## src/design/assert_macros.svh

```systemverilog
// Assertion macros used by the top-level design file.
`ifndef ASSERT_MACROS_SVH
`define ASSERT_MACROS_SVH
`ifndef NO_ASSERTIONS
`define SUCP_ASSERT_CLK(lbl, clk, rstn, prop) \
    lbl: assert property (@(posedge clk) disable iff (!(rstn)) (prop)) \
        else $error("assertion failed");
`define SUCP_ASSERT(lbl, prop) `SUCP_ASSERT_CLK(lbl, i_clk, i_rst_n, prop)
`else
`define SUCP_ASSERT_CLK(lbl, clk, rstn, prop)
`define SUCP_ASSERT(lbl, prop)
`endif
`endif

```

## src/design/sucp_pkg.sv

```systemverilog
// Shared constants, types and stage map of the scaled unit cross product pipeline.
package sucp_pkg;
    localparam int CW       = 32;          // component width
    localparam int MAG_W    = 2 * CW;      // cross component magnitude
    localparam int N_W      = CW - 1;      // normalized magnitude
    localparam int NUM_W    = 2 * CW - 2;  // |m| * n
    localparam int SQ_W     = 2 * N_W;     // n * n
    localparam int LEN_W    = CW;          // vector length
    localparam int Q_W      = CW + 1;      // truncated quotient
    localparam int BL_W     = 7;           // bit length of a magnitude

    localparam int SQRT_STAGES = LEN_W;
    localparam int SQRT_LAT    = SQRT_STAGES + 1;
    localparam int DIV_STAGES  = Q_W;

    // stage map (index of the valid bit)
    localparam int ST_N      = 6;                      // normalized magnitudes
    localparam int ST_E      = 7;                      // products and squares
    localparam int ST_LEN    = ST_E + SQRT_LAT;        // length ready
    localparam int ST_DIV    = ST_LEN + DIV_STAGES;    // last divider step
    localparam int ST_OUT    = ST_DIV + 1;             // output register
    localparam int N_STAGES  = ST_OUT + 1;

    typedef logic [MAG_W-1:0] t_mag;
    typedef logic [N_W-1:0]   t_norm;
    typedef logic [LEN_W-1:0] t_len;

    typedef struct packed {
        logic en;
        logic deg;
        logic m_neg;
    } t_lane_ctl;
endpackage

```

## src/design/sucp_norm.sv

```systemverilog
// Merge stage: largest magnitude, its bit length, and common normalizing shift.
module sucp_norm (
    input  logic            i_clk,
    input  logic            i_en,
    input  sucp_pkg::t_mag  i_mag [3],
    input  logic [2:0]      i_neg,
    output sucp_pkg::t_norm o_n [3],
    output logic [2:0]      o_neg,
    output logic            o_deg
);
    import sucp_pkg::*;

    t_mag r_m1 [3];
    t_mag r_m2 [3];
    t_mag r_m3 [3];
    logic [2:0] r_s1, r_s2, r_s3, r_s4;
    logic r_d1, r_d2, r_d3, r_d4;
    t_mag r_big;
    logic [2:0] r_bidx;
    logic [7:0] r_byte;
    logic [BL_W-1:0] r_bl;
    t_norm r_n [3];

    t_mag w_big;
    logic [2:0] w_bidx;
    logic [7:0] w_byte;
    logic [3:0] w_pos;
    logic [BL_W-1:0] w_bl;
    t_norm w_n [3];

    always_comb begin
        w_big = i_mag[0];
        if (i_mag[1] > w_big) w_big = i_mag[1];
        if (i_mag[2] > w_big) w_big = i_mag[2];
    end

    // highest nonzero byte
    always_comb begin
        w_bidx = '0;
        w_byte = '0;
        for (int i = 0; i < 8; i++) begin
            if (r_big[8*i +: 8] != 8'd0) begin
                w_bidx = 3'(i);
                w_byte = r_big[8*i +: 8];
            end
        end
    end

    always_comb begin
        w_pos = '0;
        for (int i = 0; i < 8; i++) begin
            if (r_byte[i]) w_pos = 4'(i + 1);
        end
        w_bl = (r_byte == 8'd0) ? '0 : BL_W'({r_bidx, 3'b000}) + BL_W'(w_pos);
    end

    always_comb begin
        for (int i = 0; i < 3; i++) begin
            if (r_bl > BL_W'(N_W)) begin
                w_n[i] = N_W'(r_m3[i] >> (r_bl - BL_W'(N_W)));
            end else begin
                w_n[i] = N_W'(r_m3[i] << (BL_W'(N_W) - r_bl));
            end
        end
    end

    always_ff @(posedge i_clk) begin
        if (i_en) begin
            r_m1   <= i_mag;
            r_s1   <= i_neg;
            r_big  <= w_big;
            r_d1   <= (i_mag[0] == '0) && (i_mag[1] == '0) && (i_mag[2] == '0);
            r_m2   <= r_m1;
            r_s2   <= r_s1;
            r_d2   <= r_d1;
            r_bidx <= w_bidx;
            r_byte <= w_byte;
            r_m3   <= r_m2;
            r_s3   <= r_s2;
            r_d3   <= r_d2;
            r_bl   <= w_bl;
            r_n    <= w_n;
            r_s4   <= r_s3;
            r_d4   <= r_d3;
        end
    end

    assign o_n   = r_n;
    assign o_neg = r_s4;
    assign o_deg = r_d4;
endmodule

```

## config.mk

```make
export PLATFORM = sky130hd
export DESIGN_NAME = sucp_norm
export DESIGN_NICKNAME = d
export VERILOG_FILES = /design/src/design/assert_macros.svh /design/src/design/sucp_pkg.sv /design/src/design/sucp_norm.sv
export SDC_FILE = /design/constraint.sdc
export NUM_CORES = 2
export LEC_CHECK = 0
export ABC_AREA = 1
export CAP_MARGIN = 20
export CELL_PAD_IN_SITES_DETAIL_PLACEMENT = 1
export CELL_PAD_IN_SITES_GLOBAL_PLACEMENT = 2
export CORE_MARGIN = 4
export CORE_UTILIZATION = 39
export CTS_CLUSTER_SIZE = 28
export DETAILED_ROUTE_END_ITERATION = 10
export DONT_BUFFER_PORTS = 1
export PLACE_DENSITY_LB_ADDON = 0.15
export SLEW_MARGIN = 20
export SYNTH_ARGS = -nofsm -noshare
export SYNTH_HDL_FRONTEND = slang
export SYNTH_SLANG_ARGS = --single-unit
```

## constraint.sdc

```tcl
create_clock -name i_clk -period 4.25 [get_ports i_clk]
set_input_delay 0.2125 -clock i_clk [delete_from_list [all_inputs] [get_ports i_clk]]
set_output_delay 0.2125 -clock i_clk [all_outputs]
set_load 0.01 [all_outputs]
```

Yosys cells after proc, flatten, opt, wreduce, memory -nomap -nowiden
Cells that the tools add are included.
{"block": "totals", "input_bits": 197, "reg_bits": 767, "output_inout_bits": 97}
{"block": "op_classes", "order_cmp": 3, "n_shift": 6, "mux": 27, "add_sub_neg": 3, "n_reduce_logical": 16}
{"op": "$logic_not 64->1", "count": 3}
{"op": "$shl 64x7->31", "count": 3}
{"op": "$shr 64x7->31", "count": 3}
{"op": "$gt 64x64->1", "count": 2}
{"op": "$mux 64", "count": 2}
{"op": "$mux 31", "count": 3}
{"op": "$mux 8", "count": 8}
{"op": "$reduce_bool 8->1", "count": 8}
{"op": "$mux 4", "count": 7}
{"op": "$logic_not 8->1", "count": 1}
{"op": "$add 6x4->7", "count": 1}
{"op": "$gt 7x5->1 const B", "count": 1}
{"op": "$sub 5x7->7 const A", "count": 1}
{"op": "$sub 7x5->7 const B", "count": 1}
{"op": "$mux 3", "count": 2}
{"op": "$mux 2", "count": 2}
{"op": "$reduce_or 4->1", "count": 1}
{"op": "$mux 1", "count": 3}
{"op": "$logic_and 1x1->1", "count": 2}
{"op": "$reduce_or 2->1", "count": 1}

Depth between registers and ports, before layout
{"block": "depth", "ltp_word": 9, "mapped_depth": 37, "depth_no_buf": 35}

Least setup slack after synthesis
Ideal clock, no wire load.
{"block": "synth_path", "path_type": "input-to-reg", "from": "input port i_mag[183] (netlist bit)", "to": "register r_big[55], data pin", "cell_stages": 25, "setup_time_ns": 0.253, "slack_ns": 0.759, "arrival_time_ns": 3.238, "cell_sequence": "inv_1 -> ha_1 -> nand2_1 -> nor4_1 -> nand2_1 -> nor2_1 -> nand4_1 -> clkbuf_1 -> buf_1 -> nand3_1 -> nand2_1 -> ha_1 -> nand2_1 -> inv_1 -> nand3_1 -> nor2_1 -> nand4_1 -> nor4_1 -> nand2_1 -> nand2_1 -> nand2_1 -> buf_2 -> buf_2 -> nand3_1 -> nand2_1"}
{"block": "synth_via", "elab_chain_cells": 4}
{"element": "from (decl)", "line_no": "sucp_norm.sv:5", "text": "input sucp_pkg::t_mag i_mag [3],"}
{"element": "$gt 64x64->1", "line_no": "sucp_norm.sv:33", "text": "if (i_mag[1] > w_big) w_big = i_mag[1];"}
{"element": "$mux 64 (*)", "line_no": "sucp_norm.sv:33"}
{"element": "$gt 64x64->1", "line_no": "sucp_norm.sv:34", "text": "if (i_mag[2] > w_big) w_big = i_mag[2];"}
{"element": "$mux 64 (*)", "line_no": "sucp_norm.sv:34"}
{"element": "via w_big[55]", "line_no": "sucp_norm.sv:24", "text": "t_mag w_big;"}
{"element": "to (signal assigned)", "line_no": "sucp_norm.sv:71", "text": "r_big <= w_big;"}
{"element": "to (decl)", "line_no": "sucp_norm.sv:18", "text": "t_mag r_big;"}
The timed path passes the listed nets; every way through them passes the cells marked *.
A chain may end at the register's enable or synchronous reset.

Worst setup path in the final report
{"block": "layout_path", "from": "input port i_mag[142] (netlist bit)", "to": "register r_big[35], data pin"}
Same word-level chain as after synthesis.

==> reports/results.txt <==
outcome: completed
Die H: 350 microns
Worst Setup Start Kind: input pin
I/O Pins: 294
Final Skew: 44.0 ps
register area share after synthesis: 0.506
Num CTS Buffers: 83
Leak: 23.2 nW
required time of the critical path: 4670 ps
worst-margin pin slew: 1180 ps
Post-synth ARST share: 0
Tot Pwr: 0.0255 W
Fill cells: 13900
Distinct cells, synth: 50
post-synth top area cell: edfxtp_1
VDD IR max: 0.000289 V
routed wire length: 214000 microns
final cell utilization of the core: 0.465
CORE AREA: 0.116 sq mm
NumNets Final: 6196
peak fanout along the critical path: 48
Peak Freq: 254 MHz
initial antenna violation count: 13
port bufs: 0
Crit Path Class: input pin to register
Detailed Route Iter0 Violations: 3948
DP HPWL: 163000 microns
Final Hold Fails: 0
Synth Area per Inst: 8.21 sq um
Main synth FF type: edfxtp_1
DR vias/cell: 5.72
Max Cap Viol: 0
post-synth net total: 5877
Worst Path Arrival: 4360 ps
placement row count: 125
final setup fails: 0
worst min-delay path category: input pin to register
Die X: 350 microns
synthesis-to-layout area growth: 18.5%
CTS tree: built
Syn. warnings: 0
post-synth top area share: 0.506
DIE AREA: 0.122 sq mm
first-pass GRT wire length: 304000 microns
Final min period: 3940 ps
Pre-antenna DRT Iters: 6
Tcrit/Tclk final: 0.927
power density over cell area: 472 mW/mm^2
DRC: 0
layout cells sized above 1: 0.0882
RSZ-0062 raised after global routing: no
Syn Inst Count: 5548
largest net degree at the start of global routing: 768
crit end category: register
fin cells: 7460
worst-case clock buffer depth: 3
Slew Limit Fails: 0
cell area after synthesis: 0.0455 sq mm
pre-CTS WS: -769 ps
GP Congestion: 0.989
CTS Sinks: 767
GRT Total Usage: 0.345
worst rel slew slack: 0.216
Avg WL per Cell: 28.7 microns
Inst Count DP: 7084
total gr overflow: 0
H-Tree Depth: 3
initial core utilization: 0.392
clock latency at the later pin of the worst-skew pair: 680 ps
Area contributors post-synth: edfxtp_1 51%, nand2_1 18%, nand3_1 6.8%
Reg2Reg Setup Slack: 690 ps
root buf cell: clkbuf_16
register bit total from synthesis: 767
Final ANT Viol Nets: 0
clk slew on worst S/H paths: 60 ps
Vias: 42700
vias in the first global route: 43100
setup slack after layout: 311 ps
Post-synth EDFFs: 767
==> worst paths after layout <==
path	cells past startpoint	from	to
worst max-delay path	28	i_mag[142]	r_big[35]$_DFFE_PP_
worst min-delay path	4	i_mag[24]	r_d1$_DFFE_PP_
worst max register to register	11	r_bl[0]$_SDFFCE_PP0P_	o_n[83]$_DFFE_PP_
worst min register to register	0	r_m1[110]$_DFFE_PP_	r_m2[110]$_DFFE_PP_
==> registers in the layout, indices dropped and copies added (netlist names), 3 cells and up <==
register / count
r_s3: 3
r_s2: 3
r_bl: 7
r_m1: 192
o_n: 93
r_byte: 8
r_s1: 3
r_bidx: 3
r_m2: 192
r_m3: 192
o_neg: 3
r_big: 64
==> power breakdown <==
group	switching, W	internal [W]
registers	0.000515	0.00921
clock network	0.00315	0.00424
logic	0.00586	0.00248
total	0.00952	0.0159
==> layer usage <==
layer | routed length [microns] | global-route usage | vias to the layer above
met3 | 13000 | 0.0507 | 411
met1 | 91600 | 0.461 | 21200
met2 | 97600 | 0.554 | 1590
met5 | 95 | 0 | -
met4 | 11600 | 0.161 | 14
li1 | - | - | 19500
==> cells in the final DEF (no fill, tap or decap), drive strengths merged <==
cell type / count
o211ai: 85
nand3b: 3
xor2: 3
nor4: 39
nor3b: 1
clkinv: 30
o21ai: 459
bufinv: 9
a22oi: 30
nand2: 2165
a21boi: 3
a21o: 1
diode: 4
nand3: 624
a21oi: 165
clkbuf: 101
clkinvlp: 9
edfxtp: 767
mux2i: 21
nand4: 57
xnor2: 2
a22o: 6
a31oi: 16
o221ai: 4
a221o: 2
ha: 132
or2: 51
and2: 60
nor2: 127
nor3: 19
dlygate4sd3: 217
inv: 347
buf: 345
o21a: 22
o21bai: 4
o22ai: 3
o31ai: 3
==> critical path, stage by stage <==
cell and delay (ps):
inv_1 80, ha_1 330, nand2_1 80, inv_1 100
nand3_1 130, nor2_1 230, nand2_1 80, nand2_1 190
nand2_1 80, nand2_1 170, nand2_1 90, nand2_2 120
nand2_2 80, buf_12 190, nand2_1 120, nand2_1 60
ha_1 310, nand2_1 90, nor3b_2 250, nand4_1 170
nor4_2 270, buf_4 230, nand2_1 60, nand2_1 70
nand2_2 80, buf_12 190, nand3_1 140, nand2_1 60
==> area by class of cell <==
type / count / area [sq um] / share of cell area
antenna: 4 / 10.0 / 0.000185
clock buffer: 101 / 2190 / 0.0405
clock inverter: 49 / 544 / 0.0101
inverter: 346 / 1310 / 0.0243
multi-input combinational: 4107 / 19700 / 0.365
sequential: 767 / 23000 / 0.427
tap: 1524 / 1910 / 0.0353
timing repair buffer: 562 / 5310 / 0.0983
==> metrics by stage <==
step / hold slack, ps / setup TNS, ps / area [sq um]
2_1_floorplan: 311 / 0 / 45500
3_3_place_gp: 311 / -41440 / 48900
3_5_place_dp: 311 / -46570 / 48900
4_1_cts: -245 / 0 / 53800
5_1_grt: 58.3 / 0 / 54000
6_report: 50.8 / 0 / 54000
==> Yosys cell counts, types with 4 or more instances <==
cell type and instances:
a21oi_1 165, a22o_1 6, a22oi_1 29, a31oi_1 16, and2_1 59, buf_1 36, buf_2 165, buf_4 22
buf_6 10, clkbuf_1 95, clkinv_1 4, edfxtp_1 767, ha_1 132, inv_1 329, inv_2 13, mux2i_1 21
nand2_1 2164, nand3_1 622, nand4_1 57, nor2_1 122, nor3_1 18, nor4_1 39, o211ai_1 85, o21a_1 22
o21ai_0 352, o21ai_1 107, o21bai_1 4, o221ai_1 4, or2_0 5, or2_1 26, or2_2 20
==> timing repair <==
| action | 4_1_cts | 5_1_grt |
|---|---|---|
| hold buffers | 216 | 2 |
| hold endpoints to repair | 685 | 29 |
| buffers inserted | 0 | 0 |
| endpoints found under the setup margin | 60 | 64 |
| gates resized for setup | 1 | 2 |
==> cell families (layout without fill, tap and decap cells) <==
kind of cell    after synthesis  count (layout)  synth area share
xor+xnor                      5               5           0.00170
buf+inv                     674            1058            0.0636
compound gates              803             803            0.0981
mux                          21              21           0.00462
simple gates               3146            3146             0.290
flops                       767             767             0.506
other cells                   0               4                 0
fa+ha+maj                   132             132            0.0363
Note: power is estimated with default switching activity, not from simulation.
