===== src/design/assert_macros.svh =====
// Assertion macros used by the top-level design file.
`ifndef ASSERT_MACROS_SVH
`define ASSERT_MACROS_SVH
`ifndef NO_ASSERTIONS
`define SUCP_ASSERT_CLK(lbl, clk, rstn, prop) \
    lbl: assert property (@(posedge clk) disable iff (!(rstn)) (prop)) \
        else $error("assertion failed");
`define SUCP_ASSERT(lbl, prop) `SUCP_ASSERT_CLK(lbl, i_clk, i_rst_n, prop)
`else
`define SUCP_ASSERT_CLK(lbl, clk, rstn, prop)
`define SUCP_ASSERT(lbl, prop)
`endif
`endif


===== src/design/sucp_pkg.sv =====
// Shared constants, types and stage map of the scaled unit cross product pipeline.
package sucp_pkg;
    localparam int CW       = 32;          // component width
    localparam int MAG_W    = 2 * CW;      // cross component magnitude
    localparam int N_W      = CW - 1;      // normalized magnitude
    localparam int NUM_W    = 2 * CW - 2;  // |m| * n
    localparam int SQ_W     = 2 * N_W;     // n * n
    localparam int LEN_W    = CW;          // vector length
    localparam int Q_W      = CW + 1;      // truncated quotient
    localparam int BL_W     = 7;           // bit length of a magnitude

    localparam int SQRT_STAGES = LEN_W;
    localparam int SQRT_LAT    = SQRT_STAGES + 1;
    localparam int DIV_STAGES  = Q_W;

    // stage map (index of the valid bit)
    localparam int ST_N      = 6;                      // normalized magnitudes
    localparam int ST_E      = 7;                      // products and squares
    localparam int ST_LEN    = ST_E + SQRT_LAT;        // length ready
    localparam int ST_DIV    = ST_LEN + DIV_STAGES;    // last divider step
    localparam int ST_OUT    = ST_DIV + 1;             // output register
    localparam int N_STAGES  = ST_OUT + 1;

    typedef logic [MAG_W-1:0] t_mag;
    typedef logic [N_W-1:0]   t_norm;
    typedef logic [LEN_W-1:0] t_len;

    typedef struct packed {
        logic en;
        logic deg;
        logic m_neg;
    } t_lane_ctl;
endpackage


===== src/design/sucp_sqrt.sv =====
// Sum of squares and pipelined integer square root, one result bit per stage.
module sucp_sqrt (
    input  logic                        i_clk,
    input  logic                        i_en,
    input  logic [sucp_pkg::SQ_W-1:0]   i_sq [3],
    output sucp_pkg::t_len              o_len
);
    import sucp_pkg::*;

    logic [MAG_W-1:0] r_sum;
    logic [LEN_W:0]   r_rem  [SQRT_STAGES];
    t_len             r_root [SQRT_STAGES];
    logic [MAG_W-1:0] r_v    [SQRT_STAGES];

    always_ff @(posedge i_clk) begin
        if (i_en) begin
            r_sum <= MAG_W'(i_sq[0]) + MAG_W'(i_sq[1]) + MAG_W'(i_sq[2]);
        end
    end

    for (genvar j = 0; j < SQRT_STAGES; j++) begin : g_step
        logic [LEN_W:0]   w_rem_in;
        t_len             w_root_in;
        logic [MAG_W-1:0] w_v_in;
        logic [LEN_W+2:0] w_t, w_trial;
        logic             w_ge;

        if (j == 0) begin : g_first
            assign w_rem_in  = '0;
            assign w_root_in = '0;
            assign w_v_in    = r_sum;
        end else begin : g_next
            assign w_rem_in  = r_rem[j-1];
            assign w_root_in = r_root[j-1];
            assign w_v_in    = r_v[j-1];
        end

        assign w_t     = {w_rem_in, w_v_in[MAG_W-1-2*j -: 2]};
        assign w_trial = {1'b0, w_root_in, 2'b01};
        assign w_ge    = (w_t >= w_trial);

        always_ff @(posedge i_clk) begin
            if (i_en) begin
                r_rem[j]  <= w_ge ? (LEN_W+1)'(w_t - w_trial) : (LEN_W+1)'(w_t);
                r_root[j] <= {w_root_in[LEN_W-2:0], w_ge};
                r_v[j]    <= w_v_in;
            end
        end
    end

    assign o_len = r_root[SQRT_STAGES-1];
endmodule


===== config.mk =====
export PLATFORM = sky130hd
export DESIGN_NAME = sucp_sqrt
export DESIGN_NICKNAME = d
export VERILOG_FILES = /design/src/design/assert_macros.svh /design/src/design/sucp_pkg.sv /design/src/design/sucp_sqrt.sv
export SDC_FILE = /design/constraint.sdc
export NUM_CORES = 2
export LEC_CHECK = 0
export BUFFER_PORTS_ARGS = -buffer_cell sky130_fd_sc_hd__clkbuf_2
export CORE_ASPECT_RATIO = 0.7
export CORE_MARGIN = 3
export CORE_UTILIZATION = 40
export DETAILED_ROUTE_END_ITERATION = 10
export GPL_ROUTABILITY_DRIVEN = 1
export PLACE_DENSITY = 0.61
export SYNTH_ARGS = -nofsm -noshare
export SYNTH_HDL_FRONTEND = slang
export SYNTH_MEMORY_MAX_BITS = 65536
export SYNTH_SLANG_ARGS = --single-unit

===== constraint.sdc =====
create_clock -name i_clk -period 4.3 [get_ports i_clk]
set_clock_uncertainty 0.1 [all_clocks]
set_input_delay 1.075 -clock i_clk [delete_from_list [all_inputs] [get_ports i_clk]]
set_output_delay 1.075 -clock i_clk [all_outputs]
set_load 0.02 [all_outputs]

# Word-level counts from Yosys, hierarchy flattened
# Memory sizes are Yosys's and may differ from the RTL's.
# Cells that the tools add are included.
[word_totals]
reg_bits = 64
mem_bits_rw = 4128
inputBits = 188
out_inout_bits = 32
memories = 3
[classes]
n_addsub = 34
magnitude_cmp = 32
mux = 34
[mem_list]
columns = ["memory", "depth", "word_bits", "read_ports", "rd_ports_with_merged_regs", "wr", "line_no", "rtl"]
rows = [
  ["r_v", 32, 64, 31, 0, 32, "sucp_sqrt.sv:13", "logic [MAG_W-1:0] r_v [SQRT_STAGES];"],
  ["r_rem", 32, 33, 31, 0, 32, "sucp_sqrt.sv:11", "logic [LEN_W:0] r_rem [SQRT_STAGES];"],
  ["r_root", 32, 32, 32, 0, 32, "sucp_sqrt.sv:12", "t_len r_root [SQRT_STAGES];"],
]
[op_table]
columns = ["cell", "n"]
rows = [
  ["$ge 35x34->1", 31],
  ["$mux 33", 32],
  ["$sub 33x33->33", 31],
  ["$add 63x62->64", 1],
  ["$add 62x62->63", 1],
  ["$sub 2x1->3 const B", 1],
  ["$ge 2x1->1 const B", 1],
  ["$mux 1", 2],
]

# Longest topological paths before layout
# An unclocked memory read counts as a cell.
[logic_depth]
word_depth = 3
mapped_depth = 16
mapped_depth_nobuf = 16

# Least setup slack after synthesis
# Ideal clock, no wire load.
[synth_path]
path_type = "input-to-reg"
startpoint = "input i_sq[1] in the netlist's numbering"
endpoint = "register r_sum[61] (netlist: g_step[0].w_v_in[61]) (data pin)"
t_arrival_ps = 4223
required_time_ps = 3931
path_slack_ps = -292
path_stages = 13
path_cell_list = "fa_1 > ha_1 > fa_1 > a21oi_1 > o22ai_1 > o21a_1 > a211oi_1 > a21oi_1 > a21oi_1 > o31ai_1 > a221oi_1 > o31ai_1 > xor2_1"
[synth_between]
elab_chain_len = 1
[synth_lines]
columns = ["item", "line_no", "rtl"]
rows = [
  ["start, declared", "sucp_sqrt.sv:5", "input logic [sucp_pkg::SQ_W-1:0] i_sq [3],"],
  ["$add 63x62->64", "sucp_sqrt.sv:17", "r_sum <= MAG_W'(i_sq[0]) + MAG_W'(i_sq[1]) + MAG_W'(i_sq[2]);"],
  ["end signal, assigned", "sucp_sqrt.sv:17", ""],
  ["end, declared", "sucp_sqrt.sv:10", "logic [MAG_W-1:0] r_sum;"],
]
# No other way between the ends.
# A chain may end at the register's enable or synchronous reset.

==> PnR_summary.wiki <==
{| class="wikitable"
! Metric !! Value
|-
| Maximum level of the CTS H-tree || 5
|-
| Switching share of power || 0.285
|-
| Leading cell type in the layout, fill and taps excluded || sky130_fd_sc_hd__edfxtp_1
|-
| Run status || completed
|-
| Post-Syn Instances || 9454
|-
| Type of the worst setup path || reg2reg
|-
| TritonCTS Buffers || 269
|-
| Power per cell area || 523 nW/µm²
|-
| Die W || 665 µm
|-
| Post-detailed-route count of antenna-violating nets || 0
|-
| Met1 capacity usage during global routing || 0.258
|-
| Flop-to-flop setup slack || 0.14 ns
|-
| Ys flop type || sky130_fd_sc_hd__edfxtp_1
|-
| Req. time, crit path || 4.76 ns
|-
| Via total after detailed routing || 74845
|-
| I/O pin cnt || 220
|-
| Crit Path Max Fanout || 48
|-
| Met2 track demand over resource in global routing || 0.244
|-
| Post-synth design cell area || 122000 µm²
|-
| Leakage power summed over all cells || 53.8 nW
|-
| Height of the die || 467 µm
|-
| Proportion of synthesized chip area in sequential cells || 0.632
|-
| Area inside the core boundary || 301000 µm²
|-
| Worst VDD drop || 0.281 mV
|-
| IO Port Bufs || 219
|-
| Clock insertion delay at the later pin of the skew report || 0.87 ns
|-
| Routing layer with the top usage in global route || met1
|-
| M3 GR Usage || 0.0285
|-
| Worst reg-to-reg path cell count || 14
|-
| Number of setup violations in the final report || 0
|-
| Std cell rows || 168
|-
| Share of async-settable or async-resettable flops after synthesis || 0
|-
| HPWL Detailed || 195000 µm
|-
| Reg2reg end || r_rem[12][6]$_DFFE_PP_
|-
| Area contributors post-synth || sky130_fd_sc_hd__edfxtp_1 63%, sky130_fd_sc_hd__ha_1 6.4%, sky130_fd_sc_hd__xor2_1 3.0%
|-
| Critical path capture point type || register
|-
| Total of warnings raised by yosys || 0
|-
| End of the critical path || r_rem[12][6]$_DFFE_PP_
|-
| Num Clock Sinks || 2559
|-
| Starting density of the core || 0.404
|-
| Switch Pwr || 20.7 mW
|-
| Iteration-0 DRC count of the detailed router || 6577
|-
| Internal power contribution || 52.0 mW
|-
| Fraction of final layout cells with drive strength greater than 1 || 0.110
|-
| First element of the critical path || r_rem[11][33]$_DFFE_PP_
|-
| Number of enable flip-flop cells after synthesis || 2559
|-
| Total power || 72.7 mW
|-
| Proportion of power drawn by the clock network || 0.314
|-
| Distinct cell type count of the synthesized netlist || 84
|-
| Vias in the first global route || 73398
|-
| Cell taking the most area after synthesis || sky130_fd_sc_hd__edfxtp_1
|-
| Layout overhead on the synthesized area || 14.3%
|-
| Reg power frac || 0.468
|-
| Max_slew headroom || 0.346
|-
| Final wirelength || 263000 µm
|-
| Global Route Usage Sum || 0.167
|-
| Synthesized flop and latch total || 2559
|-
| Post-layout net count || 10999
|-
| Hold buffers post-CTS || 0
|-
| Path type of the worst min-delay path || reg2reg
|-
| Period Utilization, post-route || 0.968
|-
| CP Launch Type || register
|-
| Highest attainable clock frequency || 240 MHz
|-
| Clock transition time at the flip-flop clock pins of the worst setup and hold paths || 0.06 ns
|-
| Max clock buf depth || 4
|-
| Measured slew at the worst slew-check pin || 0.972 ns
|-
| Mean instance size in the synthesized netlist || 12.9 µm²
|-
| Total die area || 311000 µm²
|-
| Aggregate global routing overflow || 0
|-
| Most frequent cells in the layout || 2559 x sky130_fd_sc_hd__edfxtp_1, 764 x sky130_fd_sc_hd__inv_1, 686 x sky130_fd_sc_hd__nand2_1, 621 x sky130_fd_sc_hd__ha_1, 577 x sky130_fd_sc_hd__a21oi_1
|-
| Count of maximum capacitance violations || 0
|-
| Initial antenna violation count || 6
|-
| Nets in the synthesized netlist || 10327
|-
| Maximum number of pins on one net before global-route repair || 125
|-
| Hold Crit Start || r_v[25][5]$_DFFE_PP_
|-
| Master cell of the clock root buffer || sky130_fd_sc_hd__clkbuf_16
|-
| Setup Slack @ Placement || -0.664 ns
|-
| DR WL/cell || 18.4 µm
|-
| Worst setup slack after layout || 0.138 ns
|-
| TritonCTS clock tree || done
|-
| Final routed DRC violation total || 0
|-
| Number of pins with negative max-slew slack in the final report || 0
|-
| Launch point of the worst reg-to-reg path || r_rem[11][33]$_DFFE_PP_
|-
| Router iterations before antenna repair || 5
|-
| Wire length of the first global-routing pass || 416000 µm
|-
| Final Hold Fails || 0
|-
| Share of the synthesized area in the top cell type || 0.632
|-
| Global placement routability congestion || 0.944
|-
| Period minus WS final || 4.16 ns
|-
| Post-detailed-route via-to-cell ratio || 5.23
|-
| Data arrival at the endpoint of the critical path || 4.63 ns
|-
| Relative contribution of combinational cells to total power || 0.218
|}
==> per-layer routing <==
layer  wire (µm)  up-vias  share of wire
met5           0        -              0
met4        5120        0          0.019
met3       16600      361          0.063
met2      110000     2023           0.42
met1      132000    36219           0.50
li1            -    36242              -
==> kinds of logic (layout without fill, tap and decap cells) <==
family / Yosys count / count (layout) / share of synthesized area
adders and majority gates: 685 / 685 / 0.0744
and+or+nand+nor: 2425 / 2425 / 0.0980
DFF: 2559 / 2559 / 0.632
other: 1 / 2 / 0.0000308
AOI/OAI and AO/OA: 1921 / 1921 / 0.0976
xor gates and xnor gates: 825 / 825 / 0.0594
buffers and inverters: 927 / 1794 / 0.0287
muxes: 111 / 111 / 0.0101
==> flip-flops by register name, summed over array words and instances, names as in the netlist <==
register	flops
r_v	992
r_root	528
r_rem	975
g_step.w_v_in	64
==> power by group through the flow <==
stage,registers [mW],clock network (mW),logic (mW)
final,34.0,22.8,15.9
after global routing,34.4,24.6,17.7
after CTS,34.1,23.6,15.7
after detailed placement,34.6,0,15.6
after global placement,34.5,0,15.3
after floorplan,33.5,0,11.0
==> synth_stat cells, types with 74 or more instances <==
library cell,n
sky130_fd_sc_hd__a21o_1,260
sky130_fd_sc_hd__a21oi_1,581
sky130_fd_sc_hd__clkbuf_1,147
sky130_fd_sc_hd__edfxtp_1,2559
sky130_fd_sc_hd__ha_1,622
sky130_fd_sc_hd__inv_1,764
sky130_fd_sc_hd__mux2_2,89
sky130_fd_sc_hd__nand2_1,687
sky130_fd_sc_hd__nand2b_1,122
sky130_fd_sc_hd__nand3_1,155
sky130_fd_sc_hd__nand4_1,110
sky130_fd_sc_hd__nor2_1,551
sky130_fd_sc_hd__nor2b_1,87
sky130_fd_sc_hd__nor3_1,207
sky130_fd_sc_hd__nor4_1,125
sky130_fd_sc_hd__o21a_1,106
sky130_fd_sc_hd__o21ai_0,516
sky130_fd_sc_hd__or3_1,74
sky130_fd_sc_hd__xnor2_1,407
sky130_fd_sc_hd__xor2_1,418
==> critical path, cell delays in order, from the launching register on <==
cell and delay [ns]:
sky130_fd_sc_hd__edfxtp_1 0.39, sky130_fd_sc_hd__ha_1 0.36, sky130_fd_sc_hd__o21a_1 0.14, sky130_fd_sc_hd__o21a_1 0.20, sky130_fd_sc_hd__or4b_2 0.69, sky130_fd_sc_hd__nand3_1 0.26
sky130_fd_sc_hd__a2111oi_0 0.15, sky130_fd_sc_hd__buf_4 0.17, sky130_fd_sc_hd__nor2_1 0.13, sky130_fd_sc_hd__a21oi_1 0.10, sky130_fd_sc_hd__a2111oi_2 0.42, sky130_fd_sc_hd__buf_4 0.19
sky130_fd_sc_hd__nand2b_2 0.07, sky130_fd_sc_hd__buf_12 0.18, sky130_fd_sc_hd__mux2_2 0.31
==> repair_timing <==
item | CTS | global route
buffers inserted | 0 | 4
endpoints found under the setup margin | 0 | 121
resized for setup | 0 | 21
==> cell type report <==
cell class / count / area, µm²
diodes: 1 / 2.50
clock buffers: 337 / 7180
clock inverters: 129 / 1350
fillers: 26666 / 162000
inverters: 765 / 2870
multi-input cells: 5968 / 41500
flip-flops and latches: 2559 / 76800
well taps: 3995 / 5000
repair buffers: 563 / 4280
==> metrics by stage <==
step,instances,hold WS [ns],instance area (µm²),TNS [ns],util
final,14317,0.295,139000,0,0.462
after global routing,14316,0.307,139000,-0.00143,0.462
after CTS,14312,0.294,139000,0,0.462
after detailed placement,13846,0.305,130000,-12.19,0.433
after global placement,13846,0.301,130000,-11.62,0.433
after floorplan,9454,0.300,122000,0,-
==> how the worst min path moves through the flow <==
stage                                 end  cells past startpoint
floorplan             r_v[0][0]$_DFFE_PP_                      0
global placement    r_v[15][31]$_DFFE_PP_                      0
detailed placement   r_v[0][21]$_DFFE_PP_                      0
CTS                  r_v[26][5]$_DFFE_PP_                      0
global route         r_v[7][31]$_DFFE_PP_                      0
finish               r_v[26][5]$_DFFE_PP_                      0
Note: power is estimated with default switching activity, not from simulation.
